$ cat src/assert_macros.svh
// ----------------------------------------------------------------------------
// assert_macros.svh
// Assertion macros used by the line edit queue RTL. Define NO_ASSERTIONS to
// compile them out.
// ----------------------------------------------------------------------------
`ifndef ASSERT_MACROS_SVH
`define ASSERT_MACROS_SVH

`ifndef NO_ASSERTIONS
// property checked at every clock edge outside reset
`define ASSERT_CLK(label, clk, rst_n, prop, msg) \
    label: assert property (@(posedge clk) disable iff (!rst_n) (prop)) else $error(msg);
// antecedent in one cycle implies consequent in the next
`define ASSERT_NEXT(label, clk, rst_n, ante, cons, msg) \
    label: assert property (@(posedge clk) disable iff (!rst_n) (ante) |=> (cons)) \
        else $error(msg);
`else
`define ASSERT_CLK(label, clk, rst_n, prop, msg)
`define ASSERT_NEXT(label, clk, rst_n, ante, cons, msg)
`endif

`endif

$ cat src/lnq_pkg.sv
// ----------------------------------------------------------------------------
// lnq_pkg
// Types and codes shared by the line edit queue modules.
// ----------------------------------------------------------------------------
`default_nettype none

package lnq_pkg;

    // fixed widths of the result word fields
    localparam int LEN_OUT_W  = 7;
    localparam int WAIT_OUT_W = 4;

    // character codes
    localparam logic [7:0] CH_BS    = 8'h08;
    localparam logic [7:0] CH_LF    = 8'h0A;
    localparam logic [7:0] CH_CR    = 8'h0D;
    localparam logic [7:0] CH_SPACE = 8'h20;
    localparam logic [7:0] CH_TILDE = 8'h7E;
    localparam logic [7:0] CH_DEL   = 8'h7F;

    // input selector
    localparam logic FUNC_CHAR = 1'b0;
    localparam logic FUNC_POP  = 1'b1;

    // refusal causes
    localparam logic CAUSE_EMPTY = 1'b0;
    localparam logic CAUSE_SMALL = 1'b1;

    typedef enum logic [2:0] {
        K_ECHO_CHAR    = 3'd0,
        K_ECHO_ERASE   = 3'd1,
        K_LINE_BYTE    = 3'd2,
        K_POP_REFUSED  = 3'd3,
        K_LINE_DROPPED = 3'd4,
        K_CHAR_DROPPED = 3'd5
    } t_kind;

    typedef enum logic [2:0] {
        S_IDLE,
        S_EMIT,
        S_ECHO_LF,
        S_DROP_LINE,
        S_COPY,
        S_COPY_LF,
        S_POP_CHK,
        S_POP_STREAM
    } t_state;

    typedef struct packed {
        t_kind                   kind;
        logic [7:0]              data_byte;
        logic [LEN_OUT_W-1:0]    line_len;
        logic                    refuse_cause;
        logic                    last;
        logic [WAIT_OUT_W-1:0]   lines_waiting;
    } t_res;

endpackage

`default_nettype wire

$ cat src/lnq_out_reg.sv
// ----------------------------------------------------------------------------
// lnq_out_reg
// Output register of the result stream: holds one word until the sink takes
// it and accepts a new word in the same cycle the old one leaves.
// ----------------------------------------------------------------------------
`default_nettype none

module lnq_out_reg
    import lnq_pkg::*;
(
    input  wire logic i_clk,
    input  wire logic i_rst_n,
    input  wire logic i_push,
    input  t_res      i_res,
    output logic      o_space,
    output logic      o_valid,
    output t_res      o_res,
    input  wire logic i_ready
);

    logic r_valid;
    t_res r_res;

    assign o_space = !r_valid || i_ready;
    assign o_valid = r_valid;
    assign o_res   = r_res;

    // load on push, drop when taken
    always_ff @(posedge i_clk) begin
        if (!i_rst_n) begin
            r_valid <= 1'b0;
        end else if (i_push) begin
            r_valid <= 1'b1;
        end else if (i_ready) begin
            r_valid <= 1'b0;
        end
    end

    always_ff @(posedge i_clk) begin
        if (i_push) r_res <= i_res;
    end

endmodule

`default_nettype wire

$ cat config.mk
export PLATFORM = sky130hd
export DESIGN_NAME = lnq_out_reg
export DESIGN_NICKNAME = d
export VERILOG_FILES = /design/src/assert_macros.svh /design/src/lnq_pkg.sv /design/src/lnq_out_reg.sv
export SDC_FILE = /design/constraint.sdc
export NUM_CORES = 1
export LEC_CHECK = 0
export BUFFER_PORTS_ARGS = -buffer_cell sky130_fd_sc_hd__clkbuf_2
export CAP_MARGIN = 20
export CORE_MARGIN = 8
export CORE_UTILIZATION = 32
export DETAILED_ROUTE_END_ITERATION = 8
export PLACE_DENSITY = 0.63
export SYNTH_ARGS = -nofsm -noshare
export SYNTH_HDL_FRONTEND = slang
export SYNTH_SLANG_ARGS = --single-unit
export TNS_END_PERCENT = 5
$ cat constraint.sdc
create_clock -name i_clk -period 0.8 [get_ports i_clk]
set_input_delay 0 -clock i_clk [delete_from_list [all_inputs] [get_ports i_clk]]
set_output_delay 0 -clock i_clk [all_outputs]
set_load 0.01 [all_outputs]
==> impl_metrics.py, run 1 <==
metrics = {
    "outcome": {
        "status": "finished, violations left",
        "violations": "setup timing",
    },
    "placement": {
        "routabilityCongestion": 0.6532,
        "pre_cts_ws_ps": 173.3,
        "port-buffer-count": 53,
    },
    "job": {
        "drv_cap": 0,
    },
    "final_layout": {
        "n_antenna_cell": 0,
        "layout_commonest_cell": "clkbuf_2",
        "drive_gt1_frac": 0.5446,
        "fin_nets": 141,
        "fill_cells": 199,
        "area_growth_pct": 79.51,
        "final_cell_mix": "clkbuf_2, dlygate4sd3_1, edfxtp_1, clkbuf_4, buf_2",
    },
    "synthesis": {
        "syn_inst": 28,
        "yosysTopAreaCellShare": 0.9366,
        "synth_mux_area_frac": 0,
        "syn_avg_cell_area_sq_um": 27.48,
        "synth_largest_area_cell": "edfxtp_1",
        "synth_xor_area_frac": 0,
        "synth_top_family_by_area": "simple AND/OR/NAND/NOR gates",
        "yosys.area_share.simple": 0.01789,
        "synth_seq_cells": 25,
        "yosys_warnings": 0,
        "syn_area_sq_um": 769.5,
        "yosysSeqAreaShare": 0.9626,
        "synth_fp_nets": 56,
        "synth_compound_area_frac": 0.01463,
        "synthAdderAreaFrac": 0,
        "synth_top_cells_by_area": "edfxtp_1, dfxtp_1, nand2b_4, a21boi_2, inv_1",
        "synth.distinct_cells": 5,
    },
    "timing": {
        "slew_headroom": 0.9120,
        "worst_pin_slew_ps": 132.1,
        "post-route-period-util": 1.070,
        "setup_viol_count_final": 26,
        "skew_ps": 0,
        "worst_slack_ps": -56.11,
        "period_minus_slack_ps": 856.1,
        "max_freq_ghz": 1.168,
        "slew_viol_final": 0,
        "tns_ps": -761.9,
        "hold_viol": 0,
        "hold-worst-slack_ps": 53.97,
        "rsz0062_at_grt": "true",
    },
    "setup_path": {
        "r2r-end": "o_valid",
        "cp_data_required_time_ps": 800,
        "critical_path_depth": 1,
        "critPathArrivalTime_ps": 860,
        "critPathMaxStageDelay_ps": 400,
        "r2r_setup_slack_ps": 60,
        "path_cells": "clkbuf_2",
        "r2r_start": "o_valid",
        "crit_end": "o_res[2]",
        "startpoint": "o_res[2]",
        "setup.worst_path.end_class": "output pin",
        "crit_slowest_cell": "edfxtp_1",
        "reg2reg_depth": 3,
        "path_max_fanout": 1,
        "cp_top_family": "flip-flops",
        "critPathBufInv": 1,
        "path_class": "flip-flop to output pin",
        "cp-start-kind": "flip-flop",
    },
    "clocking": {
        "clkLatencyLatePin_ps": 310,
        "cts_max_path_buffers": 2,
        "cts.reportedPaths.clkPinSlew_ps": 120,
        "root_buffer": "clkbuf_4",
        "htree_levels": 1,
        "cts_tree": "done",
        "cts_buffers": 3,
        "cts.sinks": 25,
    },
    "grt": {
        "grt_overflow": 0,
        "grtUsageTotal": 0.09743,
        "antenna_found_initial": 0,
        "grt_max_degree": 26,
        "grt_pass1_wl_mm": 3.056,
        "grt_pass1_vias": 653,
    },
    "routing": {
        "routed.top_layer": "met4",
        "dr_wl_met2_mm": 1.080,
        "routedLengthMet1_microns": 622,
        "drc_errors": 0,
        "wl_met3_microns": 208,
        "vias": 563,
        "firstDrtPassIters": 4,
        "drt-wirelength-per-cell_microns": 14.13,
        "ant_nets": 0,
        "wl_mm": 1.978,
        "drt_iter0_markers": 7,
        "vias_per_cell": 4.021,
    },
    "floorplan": {
        "io_pins": 54,
        "die_w_microns": 65.04,
        "rows": 17,
        "die_area_sq_um": 4230,
        "start_util": 0.3445,
        "coreArea_sq_um": 2233,
        "die-height_microns": 65.04,
    },
    "power_and_ir_drop": {
        "p_per_area_nw_per_um2": 1792,
        "vdd_drop_max_uv": 1185,
        "p_leak_nw": 0.6146,
    },
    "worst_hold_path": {
        "hold_path_class": "input port to flip-flop",
    },
}
-- cells by family (layout without fill, tap and decap cells) --
| logic type | Yosys count | after routing |
|---|---|---|
| flops | 25 | 25 |
| compound gates | 1 | 1 |
| buf+inv | 1 | 85 |
| simple gates | 1 | 1 |
-- cell usage after synthesis --
| cell type | n |
|---|---|
| inv_1 | 1 |
| a21boi_2 | 1 |
| dfxtp_1 | 1 |
| edfxtp_1 | 24 |
| nand2b_4 | 1 |
-- routing by layer --
metal,track usage,vias up
li1,-,277
met1,0.08368,247
met2,0.1727,32
met3,0.04811,7
met4,0.06812,0
met5,0,-
-- final cells by class --
class	count	area, sq um	share of cell area
clock buffers	4	26.28	0.01902
repair buffers	80	549.3	0.3976
well taps	28	35.03	0.02536
inverters	1	3.754	0.002717
flip-flops and latches	25	742.0	0.5371
multi-input cells	2	25.02	0.01812
-- per-stage QoR --
step / total power (W) / cells / instance area (sq um) / utilization
2_1_floorplan: 0.001673 / 28 / 769.5 / -
3_3_place_gp: 0.001865 / 110 / 1090 / 0.4880
3_5_place_dp: 0.001873 / 110 / 1090 / 0.4880
4_1_cts: 0.002495 / 140 / 1375 / 0.6157
5_1_grt: 0.002583 / 140 / 1381 / 0.6185
6_report: 0.002475 / 140 / 1381 / 0.6185
-- flip-flops by register name, indices dropped and copies added (netlist names) --
register  cells
o_valid       1
o_res        24
-- timing repair --
action	in CTS	in global routing
endpoints found under the hold margin	25	0
endpoints found under the setup margin	26	26
setup buffers	1	0
gates resized for setup	1	6
hold buffers	25	0
pin swaps	0	0
-- worst min path at each step --
stage,start,end,slack [ps],cells past startpoint
global placement,i_res[20],o_res[20],180,1
floorplan,i_res[0],o_res[0],100,0
CTS,i_ready,o_valid,40,4
finish,i_ready,o_valid,50,4
global route,i_ready,o_valid,50,4
detailed placement,i_res[22],o_res[22],180,1
-- report_power, final --
group	total (W)	internal, W	switching (W)
sequential	0.00157	0.00155	0.0000282
combinational	0.000366	0.000211	0.000155
clock	0.000535	0.000195	0.000341
total	0.00248	0.00195	0.000524
Power figures use the tool's default switching activity.
==> run 2, diff against run 1 <==
- clock period: 0.8 -> 0.9 ns (I/O delays scaled with it)
==> impl_metrics.py, run 2 (same netlist as run 1, synthesis figures left out) <==
metrics = {
    "routing": {
        "firstDrtPassIters": 3,
        "drt-wirelength-per-cell_microns": 13.72,
        "wl_mm": 1.921,
        "drt_iter0_markers": 6,
        "vias_per_cell": 4.029,
        "ant_nets": 0,
        "vias": 564,
        "drc_errors": 0,
    },
    "clocking": {
        "cts_setup_buffers": 0,
        "root_buffer": "clkbuf_4",
        "clkLatencyLatePin_ps": 310,
        "cts_max_path_buffers": 2,
        "cts_tree": "done",
        "cts_buffers": 3,
        "cts.reportedPaths.clkPinSlew_ps": 120,
        "htree_levels": 1,
        "cts.sinks": 25,
    },
    "setup_path": {
        "path_cells": "dlygate4sd3_1 -> clkbuf_2 -> nand2b_4 -> buf_6",
        "cp-start-kind": "input port",
        "setup.worst_path.end_class": "output pin",
        "cp_top_family": "buffers and inverters",
        "path_max_fanout": 2,
        "critPathBufInv": 3,
        "critPathMaxStageDelay_ps": 530,
        "path_class": "input port to output pin",
        "cp_data_required_time_ps": 900,
        "crit_slowest_cell": "dlygate4sd3_1",
        "critPathArrivalTime_ps": 890,
    },
    "grt": {
        "antenna_found_initial": 0,
        "grt_pass1_vias": 638,
        "grt_pass1_wl_mm": 3.029,
        "grt_max_degree": 26,
        "grtUsageTotal": 0.09636,
        "grt_overflow": 0,
    },
    "final_layout": {
        "fill_cells": 199,
        "final_cell_mix": "clkbuf_2, dlygate4sd3_1, edfxtp_1, clkbuf_4",
        "finalInstanceArea_sq_um": 1384,
        "fin_nets": 141,
        "drive_gt1_frac": 0.5357,
        "layout_commonest_cell": "clkbuf_2",
        "n_antenna_cell": 0,
        "largest_reg_flops": 24,
        "area_growth_pct": 79.84,
        "instances_no_fill": 140,
    },
    "floorplan": {
        "die_area_sq_um": 4230,
        "start_util": 0.3445,
        "die-height_microns": 65.04,
        "coreArea_sq_um": 2233,
        "die_w_microns": 65.04,
        "io_pins": 54,
        "rows": 17,
    },
    "timing": {
        "max_freq_ghz": 1.128,
        "skew_ps": 0,
        "slew_headroom": 0.9112,
        "setup_viol_count_final": 0,
        "post-route-period-util": 0.9853,
        "hold-worst-slack_ps": 108.5,
        "slew_viol_final": 0,
        "rsz0062_at_grt": "true",
        "hold_viol": 0,
        "period_minus_slack_ps": 886.8,
        "worst_pin_slew_ps": 133.2,
    },
    "power_and_ir_drop": {
        "vdd_drop_max_uv": 1028,
        "p_per_area_nw_per_um2": 1588,
        "p_leak_nw": 0.6146,
    },
    "placement": {
        "port-buffer-count": 53,
        "routabilityCongestion": 0.6532,
        "dpl.cell_count": 110,
        "placed_area_sq_um": 1090,
    },
    "worst_hold_path": {
        "hold_path_class": "input port to flip-flop",
    },
    "outcome": {
        "status": "complete, no violations",
    },
    "job": {
        "drv_cap": 0,
    },
}
==> run 2: cell count changes in the layout (fill, tap and decap cells not counted), sizes merged <==
cell and change:
clkbuf +3, dlygate4sd3 +1, buf -4
==> run 2: repair_timing <==
action / 4_1_cts / 5_1_grt
cloned: 0 / 0
hold endpoints to repair: 25 / 0
hold buffers: 26 / 0
resized for setup: 1 / 3
setup endpoints to repair: 1 / 2
==> run 2: layer usage <==
metal	GRT usage	vias to the layer above	routed length, microns
met3	0.04639	7	189
met2	0.1727	30	1037
li1	-	277	-
met5	0	-	0
met4	0.06812	0	66
met1	0.08161	250	627
==> run 2: through the flow <==
stage | worst slack (ps) | setup TNS (ps) | util | power, W
floorplan | 236.0 | 0 | - | 0.001487
global placement | 313.7 | 0 | 0.4880 | 0.001658
global route | -5.464 | -10.34 | 0.6196 | 0.002284
CTS | 9.803 | 0 | 0.6168 | 0.002219
finish | 13.24 | 0 | 0.6196 | 0.002197
detailed placement | 273.3 | 0 | 0.4880 | 0.001665
==> run 2: power by group <==
group          internal (W)  total, W  switching, W  leakage, nW
sequential          0.00137   0.00140     0.0000249        0.243
combinational      0.000188  0.000326      0.000138        0.356
clock              0.000173  0.000473      0.000300       0.0150
==> run 2: area by class of cell <==
type	count	area, sq um	share of cell area
multi-input cells	2	25.02	0.01808
flip-flops and latches	25	742.0	0.5362
repair buffers	80	551.8	0.3987
clock buffers	4	26.28	0.01899
inverters	1	3.754	0.002712
well taps	28	35.03	0.02532
==> run 2: path summary, 6_finish.rpt <==
path            from  endpoint  slack [ps]  cells past startpoint
min reg2reg  o_valid   o_valid         500                      2
min           i_push  o_res[5]         110                      2
max reg2reg  o_valid   o_valid         280                      2
max          i_ready   o_space          10                      4
